--- config.mk ---
export PLATFORM = sky130hd
export DESIGN_NAME = premul_alpha_blend_rgb565_compose
export DESIGN_NICKNAME = d
export VERILOG_FILES = /design/src/rtl/core/pamb_pkg.sv /design/src/rtl/core/pamb_csr.sv /design/src/rtl/core/pamb_front.sv /design/src/rtl/core/pamb_back.sv /design/src/rtl/core/premul_alpha_blend_rgb565_compose.sv
export SDC_FILE = /design/constraint.sdc
export NUM_CORES = 2
export LEC_CHECK = 0
export BUFFER_PORTS_ARGS = -buffer_cell sky130_fd_sc_hd__buf_2
export CAP_MARGIN = 40
export CORE_AREA = 3 3 413 415
export DETAILED_ROUTE_END_ITERATION = 10
export DIE_AREA = 0 0 416 418
export PLACE_DENSITY = 0.53
export SETUP_SLACK_MARGIN = 0.4
export SLEW_MARGIN = 15
export SYNTH_ARGS = -nofsm -noshare
export SYNTH_HDL_FRONTEND = slang
export SYNTH_SLANG_ARGS = --single-unit
--- constraint.sdc ---
create_clock -name clock -period 9.95 [get_ports clock]
set_input_delay 0.4975 -clock clock [delete_from_list [all_inputs] [get_ports clock]]
set_output_delay 0.4975 -clock clock [all_outputs]
set_load 0.005 [all_outputs]
--- src/rtl/core/pamb_pkg.sv ---
`timescale 1ns / 1ps
// ----------------------------------------------------------------------------
// pamb_pkg
// Shared types, register indexes and arithmetic helpers of the premultiplied
// alpha blend and RGB565 compose pipeline.
// ----------------------------------------------------------------------------
package pamb_pkg;

   // Request kinds
   localparam logic REQ_BLEND   = 1'b0;
   localparam logic REQ_COMPOSE = 1'b1;

   // Configuration register indexes
   localparam int unsigned CSR_INDEX_WIDTH = 3;
   localparam int unsigned CSR_DATA_WIDTH  = 24;
   localparam logic [CSR_INDEX_WIDTH-1:0] CSR_DRAW_COLOR       = 3'd0;
   localparam logic [CSR_INDEX_WIDTH-1:0] CSR_OPACITY          = 3'd1;
   localparam logic [CSR_INDEX_WIDTH-1:0] CSR_BACKGROUND_COLOR = 3'd2;
   localparam logic [CSR_INDEX_WIDTH-1:0] CSR_CHROMA_COLOR     = 3'd3;
   localparam logic [CSR_INDEX_WIDTH-1:0] CSR_OPAQUE_MODE      = 3'd4;

   // Register reset values
   localparam logic [23:0] DRAW_COLOR_RESET       = 24'hFFFFFF;
   localparam logic [7:0]  OPACITY_RESET          = 8'd255;
   localparam logic [23:0] BACKGROUND_COLOR_RESET = 24'h000000;
   localparam logic [23:0] CHROMA_COLOR_RESET     = 24'h00FF00;
   localparam logic        OPAQUE_MODE_RESET      = 1'b0;

   // Arithmetic constants
   localparam logic [7:0]  FULL_SCALE   = 8'd255;
   localparam logic [15:0] ROUND_BIAS   = 16'd127;
   // ceil(2^23 / 255): exact floor(x / 255) for x below 66052
   localparam logic [15:0] DIV255_RECIP = 16'h8081;
   localparam logic [15:0] KEY_FLIP     = 16'h0020;

   typedef struct packed {
      logic       req_type;
      logic [7:0] coverage;
      logic [7:0] dest_red;
      logic [7:0] dest_green;
      logic [7:0] dest_blue;
      logic [7:0] dest_alpha;
   } req_payload_type;

   typedef struct packed {
      logic [7:0]  out_red;
      logic [7:0]  out_green;
      logic [7:0]  out_blue;
      logic [7:0]  out_alpha;
      logic [15:0] pixel_565;
   } rsp_payload_type;

   typedef struct packed {
      logic [23:0] draw_color;
      logic [7:0]  opacity;
      logic [23:0] background_color;
      logic [23:0] chroma_color;
      logic        opaque_mode;
   } cfg_type;

   // Front half to back half: scaled alpha and background terms
   typedef struct packed {
      logic            valid;
      req_payload_type payload;
      logic [7:0]      alpha;
      logic [7:0]      bg_term_red;
      logic [7:0]      bg_term_green;
      logic [7:0]      bg_term_blue;
   } front_out_type;

   // Rounded (x + 127) / 255 via reciprocal multiply
   function automatic logic [7:0] div255_round(input logic [15:0] x);
      logic [16:0] biased;
      logic [32:0] prod;
      biased = {1'b0, x} + {1'b0, ROUND_BIAS};
      prod   = 33'(biased) * 33'(DIV255_RECIP);
      return prod[30:23];
   endfunction

   // Pack 8-bit channels to RGB565
   function automatic logic [15:0] pack565(input logic [7:0] r, input logic [7:0] g,
                                           input logic [7:0] b);
      return {r[7:3], g[7:2], b[7:3]};
   endfunction

endpackage

--- src/rtl/core/pamb_csr.sv ---
`timescale 1ns / 1ps
// ----------------------------------------------------------------------------
// pamb_csr
// Configuration registers, written through a plain write port.
// ----------------------------------------------------------------------------
module pamb_csr
   import pamb_pkg::*;
(
   input  logic                       clock,
   input  logic                       reset,
   input  logic                       csr_write_en,
   input  logic [CSR_INDEX_WIDTH-1:0] csr_index,
   input  logic [CSR_DATA_WIDTH-1:0]  csr_wdata,
   output cfg_type                    cfg
);

   cfg_type cfg_ff, cfg_in;

   // Decode the write; ignore unknown indexes
   always_comb begin
      cfg_in = cfg_ff;
      if (csr_write_en) begin
         unique case (csr_index)
            CSR_DRAW_COLOR:       cfg_in.draw_color       = csr_wdata[23:0];
            CSR_OPACITY:          cfg_in.opacity          = csr_wdata[7:0];
            CSR_BACKGROUND_COLOR: cfg_in.background_color = csr_wdata[23:0];
            CSR_CHROMA_COLOR:     cfg_in.chroma_color     = csr_wdata[23:0];
            CSR_OPAQUE_MODE:      cfg_in.opaque_mode      = csr_wdata[0];
            default:              cfg_in = cfg_ff;
         endcase
      end
   end

   always_ff @(posedge clock) begin
      if (reset) begin
         cfg_ff.draw_color       <= DRAW_COLOR_RESET;
         cfg_ff.opacity          <= OPACITY_RESET;
         cfg_ff.background_color <= BACKGROUND_COLOR_RESET;
         cfg_ff.chroma_color     <= CHROMA_COLOR_RESET;
         cfg_ff.opaque_mode      <= OPAQUE_MODE_RESET;
      end else begin
         cfg_ff <= cfg_in;
      end
   end

   assign cfg = cfg_ff;

endmodule

--- src/rtl/core/pamb_front.sv ---
`timescale 1ns / 1ps
// ----------------------------------------------------------------------------
// pamb_front
// Stages 1 and 2: coverage times opacity and background times inverse
// alpha, then rounded division by 255 of those products.
// ----------------------------------------------------------------------------
module pamb_front
   import pamb_pkg::*;
(
   input  logic            clock,
   input  logic            reset,
   input  logic            advance,
   input  logic            in_valid,
   input  req_payload_type in_payload,
   input  cfg_type         cfg,
   output front_out_type   front_out
);

   // Stage 1 registers
   logic            s1_valid_ff;
   req_payload_type s1_payload_ff;
   logic [15:0]     s1_alpha_prod_ff, s1_alpha_prod_in;
   logic [15:0]     s1_bg_red_ff, s1_bg_red_in;
   logic [15:0]     s1_bg_green_ff, s1_bg_green_in;
   logic [15:0]     s1_bg_blue_ff, s1_bg_blue_in;
   logic [7:0]      inv_dest_alpha;

   // Stage 2 registers
   front_out_type   s2_ff, s2_in;

   // Form the products
   always_comb begin
      inv_dest_alpha   = FULL_SCALE - in_payload.dest_alpha;
      s1_alpha_prod_in = 16'(in_payload.coverage) * 16'(cfg.opacity);
      s1_bg_red_in     = 16'(cfg.background_color[23:16]) * 16'(inv_dest_alpha);
      s1_bg_green_in   = 16'(cfg.background_color[15:8]) * 16'(inv_dest_alpha);
      s1_bg_blue_in    = 16'(cfg.background_color[7:0]) * 16'(inv_dest_alpha);
   end

   // Divide by 255 with rounding
   always_comb begin
      s2_in.valid         = s1_valid_ff;
      s2_in.payload       = s1_payload_ff;
      s2_in.alpha         = div255_round(s1_alpha_prod_ff);
      s2_in.bg_term_red   = div255_round(s1_bg_red_ff);
      s2_in.bg_term_green = div255_round(s1_bg_green_ff);
      s2_in.bg_term_blue  = div255_round(s1_bg_blue_ff);
   end

   // Advance valid bits; hold everything on stall
   always_ff @(posedge clock) begin
      if (reset) begin
         s1_valid_ff <= 1'b0;
         s2_ff.valid <= 1'b0;
      end else if (advance) begin
         s1_valid_ff <= in_valid;
         s2_ff.valid <= s2_in.valid;
      end
   end

   always_ff @(posedge clock) begin
      if (advance) begin
         s1_payload_ff       <= in_payload;
         s1_alpha_prod_ff    <= s1_alpha_prod_in;
         s1_bg_red_ff        <= s1_bg_red_in;
         s1_bg_green_ff      <= s1_bg_green_in;
         s1_bg_blue_ff       <= s1_bg_blue_in;
         s2_ff.payload       <= s2_in.payload;
         s2_ff.alpha         <= s2_in.alpha;
         s2_ff.bg_term_red   <= s2_in.bg_term_red;
         s2_ff.bg_term_green <= s2_in.bg_term_green;
         s2_ff.bg_term_blue  <= s2_in.bg_term_blue;
      end
   end

   assign front_out = s2_ff;

endmodule

--- src/rtl/core/pamb_back.sv ---
`timescale 1ns / 1ps
// ----------------------------------------------------------------------------
// pamb_back
// Stage 3: blend sums of products and the finished compose pixel.
// Stage 4: rounded division of the blend sums, or the compose pixel, into the output register.
// ----------------------------------------------------------------------------
module pamb_back
   import pamb_pkg::*;
(
   input  logic            clock,
   input  logic            reset,
   input  logic            advance,
   input  front_out_type   front_out,
   input  cfg_type         cfg,
   output logic            rsp_valid,
   output rsp_payload_type rsp_payload
);

   // Stage 3 registers
   logic            s3_valid_ff;
   req_payload_type s3_payload_ff;
   logic [7:0]      s3_alpha_ff;
   logic [15:0]     s3_sum_red_ff, s3_sum_red_in;
   logic [15:0]     s3_sum_green_ff, s3_sum_green_in;
   logic [15:0]     s3_sum_blue_ff, s3_sum_blue_in;
   logic [15:0]     s3_alpha_prod_ff, s3_alpha_prod_in;
   logic [15:0]     s3_pixel_ff, s3_pixel_in;

   // Output registers
   logic            s4_valid_ff;
   rsp_payload_type s4_payload_ff, s4_payload_in;

   logic [7:0]      inv_alpha;
   logic [7:0]      comp_red, comp_green, comp_blue;
   logic [15:0]     key, packed_pixel;

   // Blend sums and compose with chroma keying
   always_comb begin
      inv_alpha        = FULL_SCALE - front_out.alpha;
      s3_sum_red_in    = 16'(cfg.draw_color[23:16]) * 16'(front_out.alpha)
                       + 16'(front_out.payload.dest_red) * 16'(inv_alpha);
      s3_sum_green_in  = 16'(cfg.draw_color[15:8]) * 16'(front_out.alpha)
                       + 16'(front_out.payload.dest_green) * 16'(inv_alpha);
      s3_sum_blue_in   = 16'(cfg.draw_color[7:0]) * 16'(front_out.alpha)
                       + 16'(front_out.payload.dest_blue) * 16'(inv_alpha);
      s3_alpha_prod_in = 16'(front_out.payload.dest_alpha) * 16'(inv_alpha);

      comp_red     = front_out.payload.dest_red + front_out.bg_term_red;
      comp_green   = front_out.payload.dest_green + front_out.bg_term_green;
      comp_blue    = front_out.payload.dest_blue + front_out.bg_term_blue;
      packed_pixel = pack565(comp_red, comp_green, comp_blue);
      key          = pack565(cfg.chroma_color[23:16], cfg.chroma_color[15:8],
                             cfg.chroma_color[7:0]);
      priority if (front_out.payload.dest_alpha == 8'd0 && !cfg.opaque_mode) begin
         s3_pixel_in = key;
      end else if (!cfg.opaque_mode && packed_pixel == key) begin
         s3_pixel_in = packed_pixel ^ KEY_FLIP;
      end else begin
         s3_pixel_in = packed_pixel;
      end
   end

   // Finish the blend or pass the pixel through
   always_comb begin
      s4_payload_in.out_red   = s3_payload_ff.dest_red;
      s4_payload_in.out_green = s3_payload_ff.dest_green;
      s4_payload_in.out_blue  = s3_payload_ff.dest_blue;
      s4_payload_in.out_alpha = s3_payload_ff.dest_alpha;
      s4_payload_in.pixel_565 = 16'd0;
      unique case (s3_payload_ff.req_type)
         REQ_BLEND: begin
            if (s3_alpha_ff != 8'd0) begin
               s4_payload_in.out_red   = div255_round(s3_sum_red_ff);
               s4_payload_in.out_green = div255_round(s3_sum_green_ff);
               s4_payload_in.out_blue  = div255_round(s3_sum_blue_ff);
               s4_payload_in.out_alpha = s3_alpha_ff + div255_round(s3_alpha_prod_ff);
            end
         end
         REQ_COMPOSE: begin
            s4_payload_in.pixel_565 = s3_pixel_ff;
         end
         default: begin
            s4_payload_in.pixel_565 = 16'd0;
         end
      endcase
   end

   // Advance valid bits; hold everything on stall
   always_ff @(posedge clock) begin
      if (reset) begin
         s3_valid_ff <= 1'b0;
         s4_valid_ff <= 1'b0;
      end else if (advance) begin
         s3_valid_ff <= front_out.valid;
         s4_valid_ff <= s3_valid_ff;
      end
   end

   always_ff @(posedge clock) begin
      if (advance) begin
         s3_payload_ff    <= front_out.payload;
         s3_alpha_ff      <= front_out.alpha;
         s3_sum_red_ff    <= s3_sum_red_in;
         s3_sum_green_ff  <= s3_sum_green_in;
         s3_sum_blue_ff   <= s3_sum_blue_in;
         s3_alpha_prod_ff <= s3_alpha_prod_in;
         s3_pixel_ff      <= s3_pixel_in;
         s4_payload_ff    <= s4_payload_in;
      end
   end

   assign rsp_valid   = s4_valid_ff;
   assign rsp_payload = s4_payload_ff;

endmodule

--- src/rtl/core/premul_alpha_blend_rgb565_compose.sv ---
`timescale 1ns / 1ps
// A request passes the stage 1, 2 and 3 registers and then the response register.
// Throughput: one transaction per cycle; the four-stage pipeline moves as one
// and holds all stages while the response register is valid and stalled.
// Reset: synchronous, clears all valid bits and loads the register defaults.
// ----------------------------------------------------------------------------
// premul_alpha_blend_rgb565_compose
// Blends the draw color over premultiplied pixels and composes pixels to
// RGB565 over the background with chroma keying.
// ----------------------------------------------------------------------------
module premul_alpha_blend_rgb565_compose
   import pamb_pkg::*;
(
   input  logic                       clock,
   input  logic                       reset,
   input  logic                       req_valid,
   output logic                       req_stall,
   input  req_payload_type            req_payload,
   output logic                       rsp_valid,
   input  logic                       rsp_stall,
   output rsp_payload_type            rsp_payload,
   input  logic                       csr_write_en,
   input  logic [CSR_INDEX_WIDTH-1:0] csr_index,
   input  logic [CSR_DATA_WIDTH-1:0]  csr_wdata
);

   cfg_type       cfg;
   front_out_type front_out;
   logic          advance;

   // Move the pipeline unless the response is held
   assign advance   = !(rsp_valid && rsp_stall);
   assign req_stall = !advance;

   pamb_csr u_csr (
      .clock        (clock),
      .reset        (reset),
      .csr_write_en (csr_write_en),
      .csr_index    (csr_index),
      .csr_wdata    (csr_wdata),
      .cfg          (cfg)
   );

   pamb_front u_front (
      .clock      (clock),
      .reset      (reset),
      .advance    (advance),
      .in_valid   (req_valid),
      .in_payload (req_payload),
      .cfg        (cfg),
      .front_out  (front_out)
   );

   pamb_back u_back (
      .clock       (clock),
      .reset       (reset),
      .advance     (advance),
      .front_out   (front_out),
      .cfg         (cfg),
      .rsp_valid   (rsp_valid),
      .rsp_payload (rsp_payload)
   );

endmodule

==> run_summary.xml <==
<?xml version="1.0" encoding="UTF-8"?>
<metrics>
  <group name="timing">
    <metric name="finalClockSkew" unit="ps">36.1</metric>
    <metric name="timing.final.hold_violations" unit="">0</metric>
    <metric name="final_min_period_over_clock_period" unit="">0.667</metric>
    <metric name="rsz0062_at_grt" unit="">no</metric>
    <metric name="timing.max_slew.rel_slack" unit="">0.430</metric>
    <metric name="setup_tns" unit="ps">0</metric>
    <metric name="slew_viol_final" unit="">0</metric>
    <metric name="min_period" unit="ps">6640</metric>
    <metric name="max_freq" unit="MHz">151</metric>
    <metric name="worst_slew_pin_slew" unit="ps">853</metric>
    <metric name="finalSetupViolCount" unit="">0</metric>
  </group>
  <group name="die">
    <metric name="die_area" unit="um^2">174000</metric>
    <metric name="dieHeight" unit="um">418</metric>
    <metric name="rows" unit="">150</metric>
    <metric name="fp.dieW" unit="um">416</metric>
    <metric name="core_region_area" unit="um^2">167000</metric>
    <metric name="design.portCount" unit="">123</metric>
    <metric name="floorplan.initialDensity" unit="">0.299</metric>
  </group>
  <group name="global_route">
    <metric name="grt-busiest-layer" unit="">met2</metric>
    <metric name="grt_antenna_before_repair" unit="">15</metric>
    <metric name="grt_max_degree" unit="">78</metric>
    <metric name="groute.layer.met3.usage" unit="">0.0182</metric>
    <metric name="met2_resource_use_gr" unit="">0.235</metric>
    <metric name="overflow" unit="">0</metric>
    <metric name="met1_usage" unit="">0.186</metric>
    <metric name="first_global_vias" unit="">35400</metric>
    <metric name="grt_first_pass_wirelength" unit="mm">192</metric>
    <metric name="track_usage" unit="">0.138</metric>
  </group>
  <group name="critical_path">
    <metric name="crit_arrival" unit="ps">7140</metric>
    <metric name="endpoint_kind" unit="">register</metric>
    <metric name="crit-reg2reg-launch" unit="">u_back.s3_alpha_prod_ff[3]</metric>
    <metric name="r2r.worst_path.cells" unit="">25</metric>
    <metric name="cp.required" unit="ps">10460</metric>
    <metric name="path_max_fanout" unit="">7</metric>
    <metric name="worst-setup-path-type" unit="">register to register</metric>
    <metric name="timing.reg2reg.setup_slack" unit="ps">3310</metric>
    <metric name="cp-start-kind" unit="">register</metric>
    <metric name="regToRegEndpoint" unit="">u_back.rsp_payload[23]</metric>
  </group>
  <group name="cts">
    <metric name="cts_max_path_buffers" unit="">3</metric>
    <metric name="cts_resized" unit="">0</metric>
    <metric name="numCtsBuffers" unit="">51</metric>
    <metric name="cts.htree.levels" unit="">2</metric>
    <metric name="cts_tree" unit="">built</metric>
    <metric name="clk_root_buffer_cell" unit="">sky130_fd_sc_hd__clkbuf_16</metric>
    <metric name="cts_sink_cnt" unit="">408</metric>
    <metric name="cts-hold-fix-buffers" unit="">22</metric>
    <metric name="cts.reportedPaths.clkPinSlew" unit="ps">60</metric>
    <metric name="post_cts.repair.setup_buffers" unit="">0</metric>
    <metric name="clk-insertion-delay-late" unit="ps">670</metric>
  </group>
  <group name="logic_synthesis">
    <metric name="postSynth.asyncResetShare" unit="">0</metric>
    <metric name="syn-cell-area" unit="um^2">50000</metric>
    <metric name="synthDistinctLibCells" unit="">86</metric>
    <metric name="post_synth_main_area_contributors" unit="">sky130_fd_sc_hd__ha_1 24%, sky130_fd_sc_hd__edfxtp_1 20%, sky130_fd_sc_hd__fa_1 19%, sky130_fd_sc_hd__inv_1 5.1%, sky130_fd_sc_hd__nor2b_1 3.6%</metric>
    <metric name="ys_seq_area_frac" unit="">0.230</metric>
    <metric name="cells_after_synth" unit="">4956</metric>
    <metric name="postSynthRegisterBits" unit="">408</metric>
    <metric name="ys_top_cells_by_count" unit="">961 x sky130_fd_sc_hd__ha_1, 684 x sky130_fd_sc_hd__inv_1, 469 x sky130_fd_sc_hd__fa_1, 440 x sky130_fd_sc_hd__nand2_1, 331 x sky130_fd_sc_hd__edfxtp_1</metric>
    <metric name="yosysMostFrequentCell" unit="">sky130_fd_sc_hd__ha_1</metric>
    <metric name="synth_enable_flop_cells" unit="">331</metric>
    <metric name="synth.top_cell.area_share" unit="">0.241</metric>
    <metric name="synth_ff_type" unit="">sky130_fd_sc_hd__edfxtp_1</metric>
    <metric name="synth_largest_area_cell" unit="">sky130_fd_sc_hd__ha_1</metric>
    <metric name="synth_area_per_cell" unit="um^2">10.1</metric>
    <metric name="yosys_warnings" unit="">0</metric>
  </group>
  <group name="worst_hold_path">
    <metric name="holdPathStages" unit="">1</metric>
    <metric name="holdCritStartpoint" unit="">req_payload[17]</metric>
    <metric name="whs_endpoint" unit="">u_front.s1_payload_ff[17]</metric>
    <metric name="timing.hold.worst.class" unit="">input port to register</metric>
  </group>
  <group name="detailed_routing">
    <metric name="wl_per_cell" unit="um">16.3</metric>
    <metric name="postRouteAntennaNets" unit="">0</metric>
    <metric name="drt_pass1_iterations" unit="">5</metric>
    <metric name="drt-total-wl" unit="mm">119</metric>
    <metric name="post-route-drc-count" unit="">0</metric>
    <metric name="num_vias" unit="">34100</metric>
    <metric name="detail_route.iter0.violations" unit="">1676</metric>
    <metric name="vias_per_cell" unit="">4.66</metric>
  </group>
  <group name="cells_and_area">
    <metric name="drive_gt1_frac" unit="">0.0561</metric>
    <metric name="fin_nets" unit="">6559</metric>
    <metric name="areaGrowthSynthToFinish" unit="%">10.3</metric>
  </group>
  <group name="run_status">
    <metric name="outcome" unit="">complete, no violations</metric>
  </group>
  <group name="flow_run">
    <metric name="maxCapViolations" unit="">0</metric>
  </group>
  <group name="placed_design">
    <metric name="placed_wire_length_estimate" unit="mm">93.9</metric>
    <metric name="gp_congestion" unit="">0.834</metric>
    <metric name="port_buffers" unit="">122</metric>
  </group>
</metrics>
[critical path: stages, from the launching register on]
cell and delay, ps:
sky130_fd_sc_hd__edfxtp_1 470, sky130_fd_sc_hd__nor4_4 380, sky130_fd_sc_hd__nand2_1 190, sky130_fd_sc_hd__o21bai_1 230
sky130_fd_sc_hd__nor2_1 100, sky130_fd_sc_hd__xnor2_1 510, sky130_fd_sc_hd__inv_1 110, sky130_fd_sc_hd__ha_1 340
sky130_fd_sc_hd__xor2_1 170, sky130_fd_sc_hd__ha_1 290, sky130_fd_sc_hd__ha_1 300, sky130_fd_sc_hd__ha_1 340
sky130_fd_sc_hd__a21o_1 190, sky130_fd_sc_hd__a21oi_1 180, sky130_fd_sc_hd__o221ai_1 130, sky130_fd_sc_hd__nor2_1 280
sky130_fd_sc_hd__inv_1 70, sky130_fd_sc_hd__a21oi_1 170, sky130_fd_sc_hd__xnor2_1 140, sky130_fd_sc_hd__ha_1 280
sky130_fd_sc_hd__a21oi_1 220, sky130_fd_sc_hd__o21bai_1 110, sky130_fd_sc_hd__a2111oi_0 500, sky130_fd_sc_hd__o21ai_0 240
sky130_fd_sc_hd__a2111oi_2 390, sky130_fd_sc_hd__o31a_1 160
[per-stage QoR]
| step | cell area (um^2) | hold WS [ps] | setup WS [ps] | instances | utilization |
|---|---|---|---|---|---|
| CTS | 55000 | 1.67 | 3250 | 7299 | 0.330 |
| global placement | 53100 | 403 | 3350 | 7181 | 0.318 |
| global route | 55100 | 9.31 | 2670 | 7309 | 0.330 |
| finish | 55100 | 50.9 | 3310 | 7311 | 0.330 |
| detailed placement | 53100 | 405 | 3290 | 7182 | 0.318 |
| floorplan | 50000 | 400 | 871 | 4958 | - |
[worst max path at each step]
| stage | start | end | slack, ps | cells past startpoint |
|---|---|---|---|---|
| 2_1_floorplan | rsp_stall | u_back.s3_valid_ff | 870 | 4 |
| 3_3_place_gp | u_back.s3_alpha_prod_ff[3] | u_back.rsp_payload[23] | 3350 | 25 |
| 3_5_place_dp | u_back.s3_alpha_prod_ff[3] | u_back.rsp_payload[23] | 3290 | 25 |
| 4_1_cts | u_back.s3_alpha_prod_ff[3] | u_back.rsp_payload[23] | 3250 | 25 |
| 5_1_grt | u_back.s3_alpha_prod_ff[3] | u_back.rsp_payload[23] | 2670 | 25 |
| 6_report | u_back.s3_alpha_prod_ff[3] | u_back.rsp_payload[23] | 3310 | 25 |
[layer usage]
| metal | wire length (um) | up-vias |
|---|---|---|
| li1 | - | 16700 |
| met1 | 56000 | 16800 |
| met2 | 56800 | 460 |
| met3 | 4260 | 117 |
| met4 | 2410 | 0 |
| met5 | 0 | - |
[state kept, by name (all words and copies together), names as in the netlist, 33 cells and up]
name	count
u_csr.cfg	73
u_front.front_out	66
u_back.rsp_payload	48
u_back.s3_payload_ff	33
u_front.s1_payload_ff	33
[layout by cell type, fill, tap and decap left out, drive strengths merged, types with 11 or more instances in the layout]
cell / instances
a211oi: 26
a21boi: 14
xor2: 98
and3: 32
buf: 144
nand4: 23
or3: 18
fa: 469
inv: 688
nor2: 153
o31ai: 16
a21o: 39
nand3: 59
dfxtp: 77
xnor2: 206
or2: 17
dlygate4sd3: 22
clkbuf: 58
and2: 161
nand2: 440
nand3b: 50
o21a: 12
nor3: 64
clkinv: 20
a21oi: 146
a31oi: 11
o21ai: 94
nand2b: 188
ha: 961
a2111oi: 11
edfxtp: 331
nor4: 17
nor2b: 291
[final cells by class]
cell class	instances	area, um^2
multi-input combinational	3745	35500
tap	2204	2760
inverter	684	2570
fill	17100	112000
clock buffer	58	1300
clock inverter	37	445
antenna	9	22.5
sequential	408	11500
timing repair buffer	166	1060
[cell families after synthesis]
logic type | count (synthesis) | share of synthesized area
AOI/OAI and AO/OA | 446 | 0.0585
xor gates and xnor gates | 308 | 0.0552
adders and majority gates | 1430 | 0.428
buffers and inverters | 805 | 0.0605
DFF | 408 | 0.230
muxes | 11 | 0.00245
other | 1 | 0.0000750
and+or+nand+nor | 1547 | 0.165
Power is left out: the tool's default activity adds up to more than one toggle a clock period on the data nets, which glitch-free logic cannot reach.
